## src/rtl/core/asl_pkg.sv

```systemverilog
package asl_pkg;

  localparam logic [2:0] KIND_LABEL   = 3'd0;
  localparam logic [2:0] KIND_INSTR   = 3'd1;
  localparam logic [2:0] KIND_REG     = 3'd2;
  localparam logic [2:0] KIND_IMM     = 3'd3;
  localparam logic [2:0] KIND_COMMA   = 3'd4;
  localparam logic [2:0] KIND_NEWLINE = 3'd5;
  localparam logic [2:0] KIND_END     = 3'd6;
  localparam logic [2:0] KIND_INVALID = 3'd7;

  localparam logic [7:0] CHAR_COLON      = 8'h3A;
  localparam logic [7:0] CHAR_UNDERSCORE = 8'h5F;
  localparam logic [7:0] CHAR_LOWER_R    = 8'h72;
  localparam logic [7:0] CHAR_UPPER_R    = 8'h52;
  localparam logic [7:0] CHAR_COMMA      = 8'h2C;
  localparam logic [7:0] CHAR_NEWLINE    = 8'h0A;
  localparam logic [7:0] CHAR_NUL        = 8'h00;
  localparam logic [7:0] CHAR_SPACE      = 8'h20;
  localparam logic [7:0] CHAR_TAB        = 8'h09;
  localparam logic [7:0] CHAR_CR         = 8'h0D;
  localparam logic [7:0] CHAR_VT         = 8'h0B;
  localparam logic [7:0] CHAR_FF         = 8'h0C;

  localparam logic [15:0] SAT16_MAX = 16'hFFFF;

  typedef struct packed {
    logic [2:0]  kind;
    logic [15:0] start;
    logic [15:0] length;
    logic        last;
  } token_t;

  typedef struct packed {
    logic [1:0] count;
    token_t     first;
    token_t     second;
  } scan_out_t;

endpackage

```

## src/rtl/core/asl_scan.sv

```systemverilog
module asl_scan import asl_pkg::*; #(
  parameter int POSITION_BITS = 16
) (
  input  logic       clk,
  input  logic       rst,
  input  logic       step,
  input  logic [7:0] char_in,
  output scan_out_t  result
);

  typedef enum logic [1:0] {MODE_IDLE, MODE_IDENT, MODE_IMM} mode_t;

  mode_t                     mode, mode_next;
  logic                      reg_cand, reg_cand_next;
  logic [15:0]               pend_start, pend_start_next;
  logic [15:0]               pend_len, pend_len_next;
  logic [POSITION_BITS-1:0]  pos, pos_next;

  logic        is_letter, is_digit, is_blank, is_word;
  logic [15:0] pos16, len_inc;
  logic [31:0] pos_ext;
  logic        close_hit, own_hit, done;
  token_t      close_tok, own_tok;

  always_comb begin
    is_letter = (char_in >= 8'h61 && char_in <= 8'h7A) ||
                (char_in >= 8'h41 && char_in <= 8'h5A);
    is_digit  = char_in >= 8'h30 && char_in <= 8'h39;
    is_blank  = char_in == CHAR_SPACE || char_in == CHAR_TAB || char_in == CHAR_CR ||
                char_in == CHAR_VT || char_in == CHAR_FF;
    is_word   = is_letter || is_digit || char_in == CHAR_UNDERSCORE;
    pos_ext   = 32'(pos);
    pos16     = (|pos_ext[31:16]) ? SAT16_MAX : pos_ext[15:0];
    len_inc   = (pend_len == SAT16_MAX) ? SAT16_MAX : pend_len + 16'd1;

    mode_next       = mode;
    reg_cand_next   = reg_cand;
    pend_start_next = pend_start;
    pend_len_next   = pend_len;
    close_hit       = 1'b0;
    own_hit         = 1'b0;
    done            = 1'b0;
    close_tok       = '{kind: KIND_INSTR, start: pend_start, length: pend_len, last: 1'b0};
    own_tok         = '{kind: KIND_INVALID, start: pos16, length: 16'd1, last: 1'b1};

    unique case (mode)
      MODE_IDENT: begin
        if (is_word) begin
          if (!is_digit) begin
            reg_cand_next = 1'b0;
          end
          pend_len_next = len_inc;
          done = 1'b1;
        end else if (char_in == CHAR_COLON) begin
          close_hit = 1'b1;
          close_tok.kind = KIND_LABEL;
          close_tok.length = len_inc;
          mode_next = MODE_IDLE;
          done = 1'b1;
        end else begin
          close_hit = 1'b1;
          close_tok.kind = (reg_cand && pend_len >= 16'd2) ? KIND_REG : KIND_INSTR;
          mode_next = MODE_IDLE;
        end
      end
      MODE_IMM: begin
        if (is_digit) begin
          pend_len_next = len_inc;
          done = 1'b1;
        end else begin
          close_hit = 1'b1;
          close_tok.kind = KIND_IMM;
          mode_next = MODE_IDLE;
        end
      end
      default: begin
        mode_next = MODE_IDLE;
      end
    endcase

    if (!done) begin
      if (is_letter) begin
        mode_next       = MODE_IDENT;
        reg_cand_next   = char_in == CHAR_LOWER_R || char_in == CHAR_UPPER_R;
        pend_start_next = pos16;
        pend_len_next   = 16'd1;
      end else if (is_digit) begin
        mode_next       = MODE_IMM;
        reg_cand_next   = 1'b0;
        pend_start_next = pos16;
        pend_len_next   = 16'd1;
      end else if (!is_blank) begin
        own_hit = 1'b1;
        if (char_in == CHAR_COMMA) begin
          own_tok.kind = KIND_COMMA;
        end else if (char_in == CHAR_NEWLINE) begin
          own_tok.kind = KIND_NEWLINE;
        end else if (char_in == CHAR_NUL) begin
          own_tok.kind = KIND_END;
        end
      end
    end

    if (mode_next == MODE_IDLE) begin
      reg_cand_next = 1'b0;
      pend_len_next = 16'd0;
    end

    if (char_in == CHAR_NUL) begin
      mode_next       = MODE_IDLE;
      reg_cand_next   = 1'b0;
      pend_start_next = 16'd0;
      pend_len_next   = 16'd0;
      pos_next        = '0;
    end else if (pos != '1) begin
      pos_next = pos + 1'b1;
    end else begin
      pos_next = pos;
    end

    result.second = own_tok;
    if (close_hit) begin
      result.first      = close_tok;
      result.first.last = !own_hit;
      result.count      = own_hit ? 2'd2 : 2'd1;
    end else begin
      result.first = own_tok;
      result.count = own_hit ? 2'd1 : 2'd0;
    end
  end

  always_ff @(posedge clk) begin
    if (rst) begin
      mode       <= MODE_IDLE;
      reg_cand   <= 1'b0;
      pend_start <= 16'd0;
      pend_len   <= 16'd0;
      pos        <= '0;
    end else if (step) begin
      mode       <= mode_next;
      reg_cand   <= reg_cand_next;
      pend_start <= pend_start_next;
      pend_len   <= pend_len_next;
      pos        <= pos_next;
    end
  end

endmodule

```

## src/rtl/core/assembly_source_lexer_unit.sv

```systemverilog
// Assembly source lexer: takes one source byte per request and returns tokens
// (kind, start offset, length, and a flag on the last token caused by that
// byte). A byte is registered on arrival and decoded from that register once
// the queue has room; its tokens are then written to the queue, from which
// they are offered. The unit takes one byte per cycle as long as its
// four-entry token queue has room for the up to two tokens that a byte can
// produce; a byte that closes a pending token and also forms its own token
// writes two queue entries. The output side drains one token per cycle, so
// sustained throughput is one byte per cycle only while each byte yields at
// most one token and the consumer does not stall; once the queue fills,
// every second token of a byte and every stalled output cycle holds the input
// back. A NUL byte ends the source and restarts positions at zero.
module assembly_source_lexer_unit import asl_pkg::*; #(
  parameter int POSITION_BITS = 16
) (
  input  logic        clk,
  input  logic        rst,
  input  logic        in_valid,
  output logic        in_stall,
  input  logic [7:0]  source_byte,
  output logic        out_valid,
  input  logic        out_stall,
  output logic [2:0]  token_kind,
  output logic [15:0] token_start,
  output logic [15:0] token_bytes,
  output logic        last_of_run
);

  localparam int QUEUE_DEPTH = 4;

  logic        held_valid;
  logic [7:0]  held_byte;
  logic        room, step, pop, accept;
  logic [2:0]  count, count_next, count_after_pop;
  logic [1:0]  rd_ptr, wr_ptr;
  token_t      queue [QUEUE_DEPTH];
  scan_out_t   scan_res;
  token_t      head;

  asl_scan #(.POSITION_BITS(POSITION_BITS)) u_scan (
    .clk     (clk),
    .rst     (rst),
    .step    (step),
    .char_in (held_byte),
    .result  (scan_res)
  );

  always_comb begin
    out_valid       = count != 3'd0;
    pop             = out_valid && !out_stall;
    count_after_pop = count - {2'b00, pop};
    room            = count_after_pop <= 3'(QUEUE_DEPTH - 2);
    step            = held_valid && room;
    in_stall        = held_valid && !room;
    accept          = in_valid && !in_stall;
    count_next      = count_after_pop + (step ? {1'b0, scan_res.count} : 3'd0);
    head            = queue[rd_ptr];
    token_kind      = head.kind;
    token_start     = head.start;
    token_bytes     = head.length;
    last_of_run     = head.last;
  end

  always_ff @(posedge clk) begin
    if (rst) begin
      held_valid <= 1'b0;
      count      <= 3'd0;
      rd_ptr     <= 2'd0;
      wr_ptr     <= 2'd0;
    end else begin
      if (accept) begin
        held_valid <= 1'b1;
      end else if (step) begin
        held_valid <= 1'b0;
      end
      count <= count_next;
      if (pop) begin
        rd_ptr <= rd_ptr + 2'd1;
      end
      if (step) begin
        wr_ptr <= wr_ptr + scan_res.count;
      end
    end
  end

  always_ff @(posedge clk) begin
    if (accept) begin
      held_byte <= source_byte;
    end
    if (step && scan_res.count != 2'd0) begin
      queue[wr_ptr] <= scan_res.first;
    end
    if (step && scan_res.count == 2'd2) begin
      queue[wr_ptr + 2'd1] <= scan_res.second;
    end
  end

endmodule
```

## config.mk

```make
export PLATFORM = sky130hd
export DESIGN_NAME = assembly_source_lexer_unit
export DESIGN_NICKNAME = d
export VERILOG_FILES = /design/src/rtl/core/asl_pkg.sv /design/src/rtl/core/asl_scan.sv /design/src/rtl/core/assembly_source_lexer_unit.sv
export SDC_FILE = /design/constraint.sdc
export NUM_CORES = 1
export LEC_CHECK = 0
export BUFFER_PORTS_ARGS = -buffer_cell sky130_fd_sc_hd__clkbuf_2
export CAP_MARGIN = 5
export CORE_ASPECT_RATIO = 1.4
export CORE_UTILIZATION = 48
export DETAILED_ROUTE_END_ITERATION = 16
export PLACE_DENSITY = 0.71
export SLEW_MARGIN = 10
export SYNTH_ARGS = -nofsm -noshare
export SYNTH_HDL_FRONTEND = slang
export SYNTH_SLANG_ARGS = --single-unit
```

## constraint.sdc

```tcl
create_clock -name clk -period 6.09 [get_ports clk]
set_clock_uncertainty 0.05 [all_clocks]
set_input_delay 0.609 -clock clk [delete_from_list [all_inputs] [get_ports clk]]
set_output_delay 0.609 -clock clk [all_outputs]
set_load 0.005 [all_outputs]
```

==> results of run 1 <==
[worst paths after layout]
| check | to | slack, ns | depth (start not counted) |
|---|---|---|---|
| setup / recovery | queue[0][27] | 1.52 | 9 |
| hold / removal | held_byte[5] | 0.25 | 1 |
| setup reg to reg | queue[0][27] | 1.52 | 9 |
| hold reg to reg | queue[2][2] | 0.41 | 1 |
[through the flow]
step           util [%]  area [µm²]
4_1_cts            54.8       11000
2_1_floorplan         -        9940
3_3_place_gp       51.2       10300
6_report           54.8       11000
5_1_grt            54.8       11000
3_5_place_dp       51.2       10300
[sequential cells by signal, indices dropped and copies added (netlist names), named ones only]
signal and flops:
held_byte 8, count 3, wr_ptr 2, queue 144
u_scan.pos 16, u_scan.pend_len 16, u_scan.mode 2, u_scan.reg_cand 1
held_valid 1, rd_ptr 2, u_scan.pend_start 16
[power breakdown]
part | total [W] | internal, W | switching, W
Combinational | 0.000662 | 0.000286 | 0.000376
Sequential | 0.00164 | 0.00157 | 0.0000675
Clock | 0.00134 | 0.000802 | 0.000535
[worst max-delay path: stages, from the launching register on]
cell and delay (ns):
sky130_fd_sc_hd__edfxtp_1 0.52, sky130_fd_sc_hd__or4_4 0.63, sky130_fd_sc_hd__o221ai_4 0.21, sky130_fd_sc_hd__nand4_2 0.19, sky130_fd_sc_hd__a21oi_4 0.36, sky130_fd_sc_hd__inv_4 0.12, sky130_fd_sc_hd__ha_1 0.27, sky130_fd_sc_hd__or4_1 0.57
sky130_fd_sc_hd__and2_1 0.44, sky130_fd_sc_hd__inv_1 0.83
[logic make-up (layout without fill, tap and decap cells)]
family	Yosys count	in the layout	synth area share, %
flip-flops	213	213	51.0
adder cells (fa/ha/maj)	12	12	1.59
AND/OR/NAND/NOR	212	212	11.0
multiplexers	40	40	8.57
buffers and inverters	95	118	3.99
AO/OA/AOI/OAI	289	289	22.4
XOR/XNOR	17	17	1.50
[per-layer routing]
layer  vias up  share of wire, %
li1       3446                 -
met1      3621                41
met2       226                51
met3        54               5.0
met4         0               3.2
met5         -                 0
[placed cells by master, fill, tap and decap left out, types with 17 or more instances in the layout]
cell                          n
sky130_fd_sc_hd__mux4_2      36
sky130_fd_sc_hd__clkbuf_2    49
sky130_fd_sc_hd__nand2_1     45
sky130_fd_sc_hd__a22o_1     109
sky130_fd_sc_hd__nor3_1      17
sky130_fd_sc_hd__o2bb2ai_1   33
sky130_fd_sc_hd__nor2_1      47
sky130_fd_sc_hd__edfxtp_1    80
sky130_fd_sc_hd__clkbuf_16   22
sky130_fd_sc_hd__o21ai_0     28
sky130_fd_sc_hd__a21oi_1     52
sky130_fd_sc_hd__dfxtp_1    131
sky130_fd_sc_hd__nand3_1     19
sky130_fd_sc_hd__inv_1       21
[area by class of cell]
| class | count | area (µm²) |
|---|---|---|
| Multi-Input combinational cell | 570 | 4490 |
| Fill cell | 1733 | 9070 |
| Inverter | 22 | 85.1 |
| Timing Repair Buffer | 60 | 328 |
| Clock inverter | 9 | 101 |
| Sequential cell | 213 | 5070 |
| Tap cell | 252 | 315 |
| Clock buffer | 27 | 619 |
==> reports/results.txt, run 1 <==
TritonCTS built the clock tree. The number of global-route vias before repair is 7,180, and the remaining antenna violation count is 0. The share of synthesized area occupied by flip-flops and latches is 51.0%, and the DRC violation total after the first TritonRoute iteration is 358. In this run the vertical extent of the chip is 172 µm. At the later pin of the worst-skew pair, clock insertion delay measures 0.49 ns. Clock tree synthesis inserted a total of 20 buffers. Global routing consumed, on the met2 layer, 40.7% of the routing resources. The total negative setup slack was 0 ns; the gate count of the mapped netlist was 878. The worst register-to-register path begins at held_byte[1]. In this run the worst setup path begins at held_byte[1]. In this run the tool buffered the top-level ports with 49 buffer cells. The logs give 2.54% for the met3 usage in global routing and 24.2 mm for the final wirelength. After detailed routing, the number of remaining DRC violations is 0. The tools report the buffers inserted during post-CTS setup optimization as 0. The run finished with clean final reports.

The tools report the overall via count from detail_route as 7,347. The logs give 3.73 nW for the standby leakage power and 50 for the number of top-level pins. The run gives 0 as the hold buffer count at cts. The min-delay analysis places its worst path in the category in -> reg. The finished layout holds 1,153 standard cells, fillers aside. The detailed-placement wirelength estimate was 15.6 mm; the required arrival time at the worst endpoint was 6.15 ns.

The area growth from synthesis to final layout works out to 10.7%. The startpoint identified for the worst hold timing path is source_byte[5]. The number of enable flip-flop cells after synthesis is 80, and the total power density per cell area is 330 nW/µm². Before antenna repair, the detailed router went through 5 iterations. The number of nets in the synthesized netlist is 902. The width of the die works out to 124 µm.

The max-slew headroom at the worst pin was 14.0%. For this run, the leading register cell type out of synthesis is sky130_fd_sc_hd__dfxtp_1. The initial antenna violation count came out at 0.

The tools report the count of instances resized after the clock tree is built as 0. The startpoint kind of the worst setup timing path was a flop. For the largest net degree at the start of global routing, the log shows 37. The root buffer cell was sky130_fd_sc_hd__clkbuf_16. After synthesis, the cell types taking the most area are sky130_fd_sc_hd__dfxtp_1 27%, sky130_fd_sc_hd__edfxtp_1 24%, sky130_fd_sc_hd__a22o_1 9.6%.

Global routing consumed, over all layers together, 23.4% of the routing resources. Along the worst path, the maximum fanout reaches 21. Pre-CTS worst setup slack: 1.54 ns. After synthesis, the mean cell area works out to 11.3 µm².

Using the TritonRoute via totals, the vias-per-cell ratio works out to 6.37. After clock tree synthesis, the clock-pin slew on the worst setup and hold paths is 0.06 ns. For this run the aggregate overflow at the end of global routing stands at 0. The area of the die came out at 21,300 µm². Once routing completed, OpenROAD measured the worst setup slack at 1.52 ns. Counting distinct cell types in the post-synthesis netlist gives 73. For the number of failing setup endpoints in the final timing report, the log shows 0. At the end of the flow, the number of nets in the layout was 911. The clock period minus final worst setup slack was 4.57 ns. Counting tap cells, the placed design contains a total of 1,117 instances.

The number of sinks driven by the clock tree is 213. The kind of end point of the critical path is a flop. Across all hold checks on the routed design, the worst slack comes to 0.246 ns. The logs give 0 for the number of max-capacitance violations reported and 20,100 µm² for the placeable core region. During synthesis, Yosys emitted a total of 0 warnings. For this run, global-route usage on met1 was measured as 29.2%. The total power of the final layout came out at 0.00363 W. The floorplan has 61 rows. The share of flip-flops with an asynchronous set or reset after synthesis was 0%. At the pin with the least slew margin, the transition time is 1.29 ns. Setup repair after global routing left no endpoint under its margin. In this run the deepest clock path goes through 3 buffers. IR analysis of the VDD net gives a maximum drop of 185 µV. The final critical path takes up 75.0% of the cycle.

The most used routing layer in global routing was met2. The mapped netlist covers 9940 µm². The run gives 0 as the final-report max-slew violation count. Cells with a size suffix above 1 make up 16.8% of the layout. The most numerous cell in the Yosys netlist is sky130_fd_sc_hd__dfxtp_1. 0 antenna diodes ended up in the layout. The global-route wire length before repair came out at 38.8 mm. The final hold violation count was 0. The wire length per cell works out to 21.0 µm. Synthesis-stage register bit count: 213.

For this run, the top clock speed supported by timing is 0.219 GHz. The commonest cells after synthesis are 133 x sky130_fd_sc_hd__dfxtp_1, 109 x sky130_fd_sc_hd__a22o_1, 80 x sky130_fd_sc_hd__edfxtp_1, 52 x sky130_fd_sc_hd__a21oi_1. STA puts the critical path data arrival time at 4.63 ns. At the end of routability-driven placement, the weighted congestion stood at 0.934. For this configuration, the core starts out at a cell density of 49.5%. The number of H-tree branching levels was 1. Summed over all instances, the cell type with the most area after synthesis is sky130_fd_sc_hd__dfxtp_1. The critical path start-end classification was reg -> reg.

Share of the synthesized area in the top cell type: 26.8%.
(Power assumes the default switching activity.)
==> inputs of run 2 (changes only) <==
- ABC_AREA: default -> 1
- clock period: 6.09 -> 4.75 ns (I/O delays scaled with it)
==> run 2 against run 1 <==
  * First-iteration DRC count grew 100%
  * Register-to-register slack worse by 0.72 ns
  * Core utilization shrank 0.53 points
==> reports/results.txt, run 2 <==
In the layout the commonest cells are 212 x sky130_fd_sc_hd__nand2_1, 138 x sky130_fd_sc_hd__o21ai_0, 133 x sky130_fd_sc_hd__nor2_1. The run finished with clean final reports. Most instantiated flip-flop cell in the synthesis netlist: sky130_fd_sc_hd__dfxtp_1. The number of core rows was 63; the mean instance size in the synthesized netlist was 8.19 µm². The number of DRC violations after detailed routing was 0; the critical-path maximum fanout was 43. The layout has 1,949 filler cells.

For the worst-skew pair, the clock arrives at the later sink with an insertion delay of 0.50 ns. Summed over all cells, the static leakage comes to 4.38 nW. Counting cells, the worst reg-to-reg path comes to 15. By count the netlist is led by 212 x sky130_fd_sc_hd__nand2_1, 138 x sky130_fd_sc_hd__o21ai_0, 133 x sky130_fd_sc_hd__dfxtp_1, 133 x sky130_fd_sc_hd__nor2_1, 112 x sky130_fd_sc_hd__o22ai_1.

By instance count, the cell type seen most on the critical path is sky130_fd_sc_hd__inv_2. Entering global routing, the biggest net connects 47 pins. The tools report the number of failing setup endpoints in the final timing report as 0. The setup check on the worst reg-to-reg path leaves a slack of 0.80 ns. The type of the worst min-delay path is in -> reg. By area the synthesized netlist is led by sky130_fd_sc_hd__dfxtp_1 26%, sky130_fd_sc_hd__edfxtp_1 23%, sky130_fd_sc_hd__nand2_1 7.7%. Post-route cell area: 11,500 µm².

After legalization and detailed placement, the total HPWL measured 17.3 mm. Port buffering added 49 buffers. The worst register-to-register path ends at queue[3][3]. The buffers inserted during post-CTS setup optimization was 0; the path length in cells of the critical path was 15.

The beginning of the critical path was held_byte[2]. In this run, the number of DRC markers left after iteration 0 of detailed routing was 731. The number of different library cells used by synthesis comes to 46.

The number of max-capacitance violations reported came out at 0. The largest total area in the synthesized netlist belongs to sky130_fd_sc_hd__dfxtp_1. Data on the critical path arrives at its endpoint at 4.29 ns.

The via-per-instance ratio was 5.91; the number of sinks driven by the clock tree was 213. The final critical path takes up 83.2% of the cycle. The clock transition at the register clock pins on the worst setup and hold paths after CTS is 0.06 ns. The worst flop-to-flop path startpoint was held_byte[2].

The clock passes through at most 3 buffers. The net count after synthesis is 1,284, and the share of the synthesized area in the top cell type is 25.8%. Setup repair after global routing left no endpoint under its margin.

Count of buffering cells on the critical path with inverters included: 4. Summing every instance area after synthesis gives 10,300 µm². After detailed routing, the average wire length per cell comes to 17.3 µm. Number of global-route vias before repair: 8,628. The critical path is of the reg -> reg type. Excluding fillers, the count of instances in the completed layout stands at 1,554.

On the worst path, the slowest cell contributes a delay of 0.46 ns. The run gives 0 as the hold buffer count at cts. Count of instances resized after the clock tree is built: 0. In this run the horizontal extent of the chip is 126 µm. The first global-routing pass estimated 43.3 mm of wire. In this run the vertical extent of the chip is 176 µm. The share of synthesized area occupied by flip-flops and latches was 49.1%; the fraction of layout instances using a drive strength above 1 was 11.1%. The peak ir drop on the vdd network is 293 µV, and the total negative setup slack is 0 ns. The run gives 9,189 as the overall via count from detail_route. Most common library cell in the layout ignoring fill and taps: sky130_fd_sc_hd__nand2_1. The number of enable flip-flop cells after synthesis works out to 80. After synthesis the netlist holds a flip-flop and latch count of 213. In this run the cell area measured after placement is 10,700 µm².

The largest individual stage delay along the critical path comes from the cell sky130_fd_sc_hd__edfxtp_1. Static timing analysis puts the maximum clock frequency at 0.253 GHz. Once detail routing completed, the nets flagged for antenna violations numbered 0. Startpoint kind of the worst setup timing path: a flop. The area growth from synthesis to layout is 11.1%. Transition time at the pin with the least slew margin: 1.02 ns.

Following the worst setup path forward leads to its endpoint at queue[3][3]. 0 antenna diodes ended up in the layout. Total power density per cell area: 424 nW/µm². Initial antenna violation count: 0.

Synthesis produced 1,260 cells. Number of top-level pins: 50. Gate family responsible for the most delay along the worst path: simple AND/OR/NAND/NOR gates. Counting I/O delays and the setup requirement, the final critical path takes 3.95 ns. The floorplan step defined a core boundary enclosing 21,100 µm². Data on the critical path is required at its endpoint by 5.09 ns.

The pre-antenna-repair detailed-routing pass consisted of 5 iterations. The Yosys warning count came out at 0. The run gives 26.8 mm as the final wirelength. The run gives 22 as the total CTS buffers. After global routing the overflow that remains totals 0. After synthesis, the share of flip-flops with an asynchronous set or reset is 0%. The number of H-tree branching levels came out at 1. The tools report the final hold violation count as 0. Including well taps, the total number of placed cells is 1,514. Largest register by flop count: queue.

The max-slew headroom at the worst pin was 32.0%. The initial utilization of the core area, before any placement, comes to 48.9%. TritonCTS built the clock tree. Traced cell by cell, the critical path runs through nor2_1, nand3_1, nand3_2, nand4_1, nand2_1, nand2_2, buf_4, ha_1, nor2_2, inv_1, nor2_4, inv_2, nand2_4, inv_2, a22o_1. By instance count, the leading cell after synthesis is sky130_fd_sc_hd__nand2_1.

The net count of the finished layout was 1,302. STA classifies the critical path endpoint as a flop. Area of the die: 22,100 µm². At the end of routability-driven placement, the weighted congestion stood at 0.886. For the final-report max-slew violation count, the log shows 0. The flip-flop count of the largest register, all copies and words added came out at 144. The overall track demand over capacity in global routing came out at 24.1%.

The cell sitting at the root of the clock tree is a sky130_fd_sc_hd__clkbuf_16.
-- run 2: cell count changes after synthesis, sizes merged, moves of 33 or more --
cell,change
o2bb2ai,-33
o22ai,+103
o21ai,+110
nand2,+178
a22o,-65
nor2,+93
inv,+85
mux4,-36
nand3,+46
-- run 2: power by group --
| group | internal, W | switching [W] | total (W) |
|---|---|---|---|
| sequential | 0.00200 | 0.0000899 | 0.00209 |
| combinational | 0.000325 | 0.000653 | 0.000978 |
| clock | 0.00107 | 0.000727 | 0.00179 |
-- run 2: cells by family after synthesis --
| kind of cell | share of synthesized area, % |
|---|---|
| flip-flops | 49.1 |
| XOR/XNOR | 0.763 |
| AO/OA/AOI/OAI | 22.1 |
| buffers and inverters | 6.92 |
| AND/OR/NAND/NOR | 19.6 |
| adder cells (fa/ha/maj) | 1.53 |
-- run 2: worst min path at each step --
stage	from	slack (ns)	to	cells after the start
6_report	source_byte[1]	0.10	held_byte[1]	1
5_1_grt	source_byte[1]	0.09	held_byte[1]	1
4_1_cts	source_byte[2]	0.09	held_byte[2]	1
3_5_place_dp	queue[1][8]	0.39	queue[1][8]	2
3_3_place_gp	queue[1][8]	0.38	queue[1][8]	2
2_1_floorplan	queue[1][15]	0.37	queue[1][15]	2
-- run 2: metrics by stage --
| step | power, W | worst slack (ns) | hold WS (ns) | util, % |
|---|---|---|---|---|
| finish | 0.00486 | 0.799 | 0.104 | 54.3 |
| global route | 0.00507 | 0.452 | 0.0895 | 54.3 |
| CTS | 0.00488 | 0.836 | 0.0897 | 54.3 |
| detailed placement | 0.00310 | 0.876 | 0.389 | 50.7 |
| global placement | 0.00308 | 0.973 | 0.383 | 50.7 |
| floorplan | 0.00275 | 1.43 | 0.371 | - |
-- run 2: worst reg2reg max path, cell delays in order, from the launching register on --
cell,delay [ns]
sky130_fd_sc_hd__edfxtp_1,0.46
sky130_fd_sc_hd__nor2_1,0.21
sky130_fd_sc_hd__nand3_1,0.12
sky130_fd_sc_hd__nand3_2,0.12
sky130_fd_sc_hd__nand4_1,0.15
sky130_fd_sc_hd__nand2_1,0.14
sky130_fd_sc_hd__nand2_2,0.07
sky130_fd_sc_hd__buf_4,0.25
sky130_fd_sc_hd__ha_1,0.27
sky130_fd_sc_hd__nor2_2,0.17
sky130_fd_sc_hd__inv_1,0.09
sky130_fd_sc_hd__nor2_4,0.43
sky130_fd_sc_hd__inv_2,0.36
sky130_fd_sc_hd__nand2_4,0.41
sky130_fd_sc_hd__inv_2,0.25
sky130_fd_sc_hd__a22o_1,0.30
-- run 2: layout make-up --
cell class	instances	area, µm²	area share (%)
tap	260	325	2.84
clock buffer	30	643	5.61
timing repair buffer	64	358	3.12
sequential	213	5070	44.2
multi-input combinational	868	4550	39.6
clock inverter	10	120	1.05
inverter	109	409	3.57
-- run 2: layer usage --
layer	wire length (µm)	GRT usage, %
met3	1890	3.44
met5	0	0
met1	11500	30.9
met4	867	9.64
met2	12600	40.8
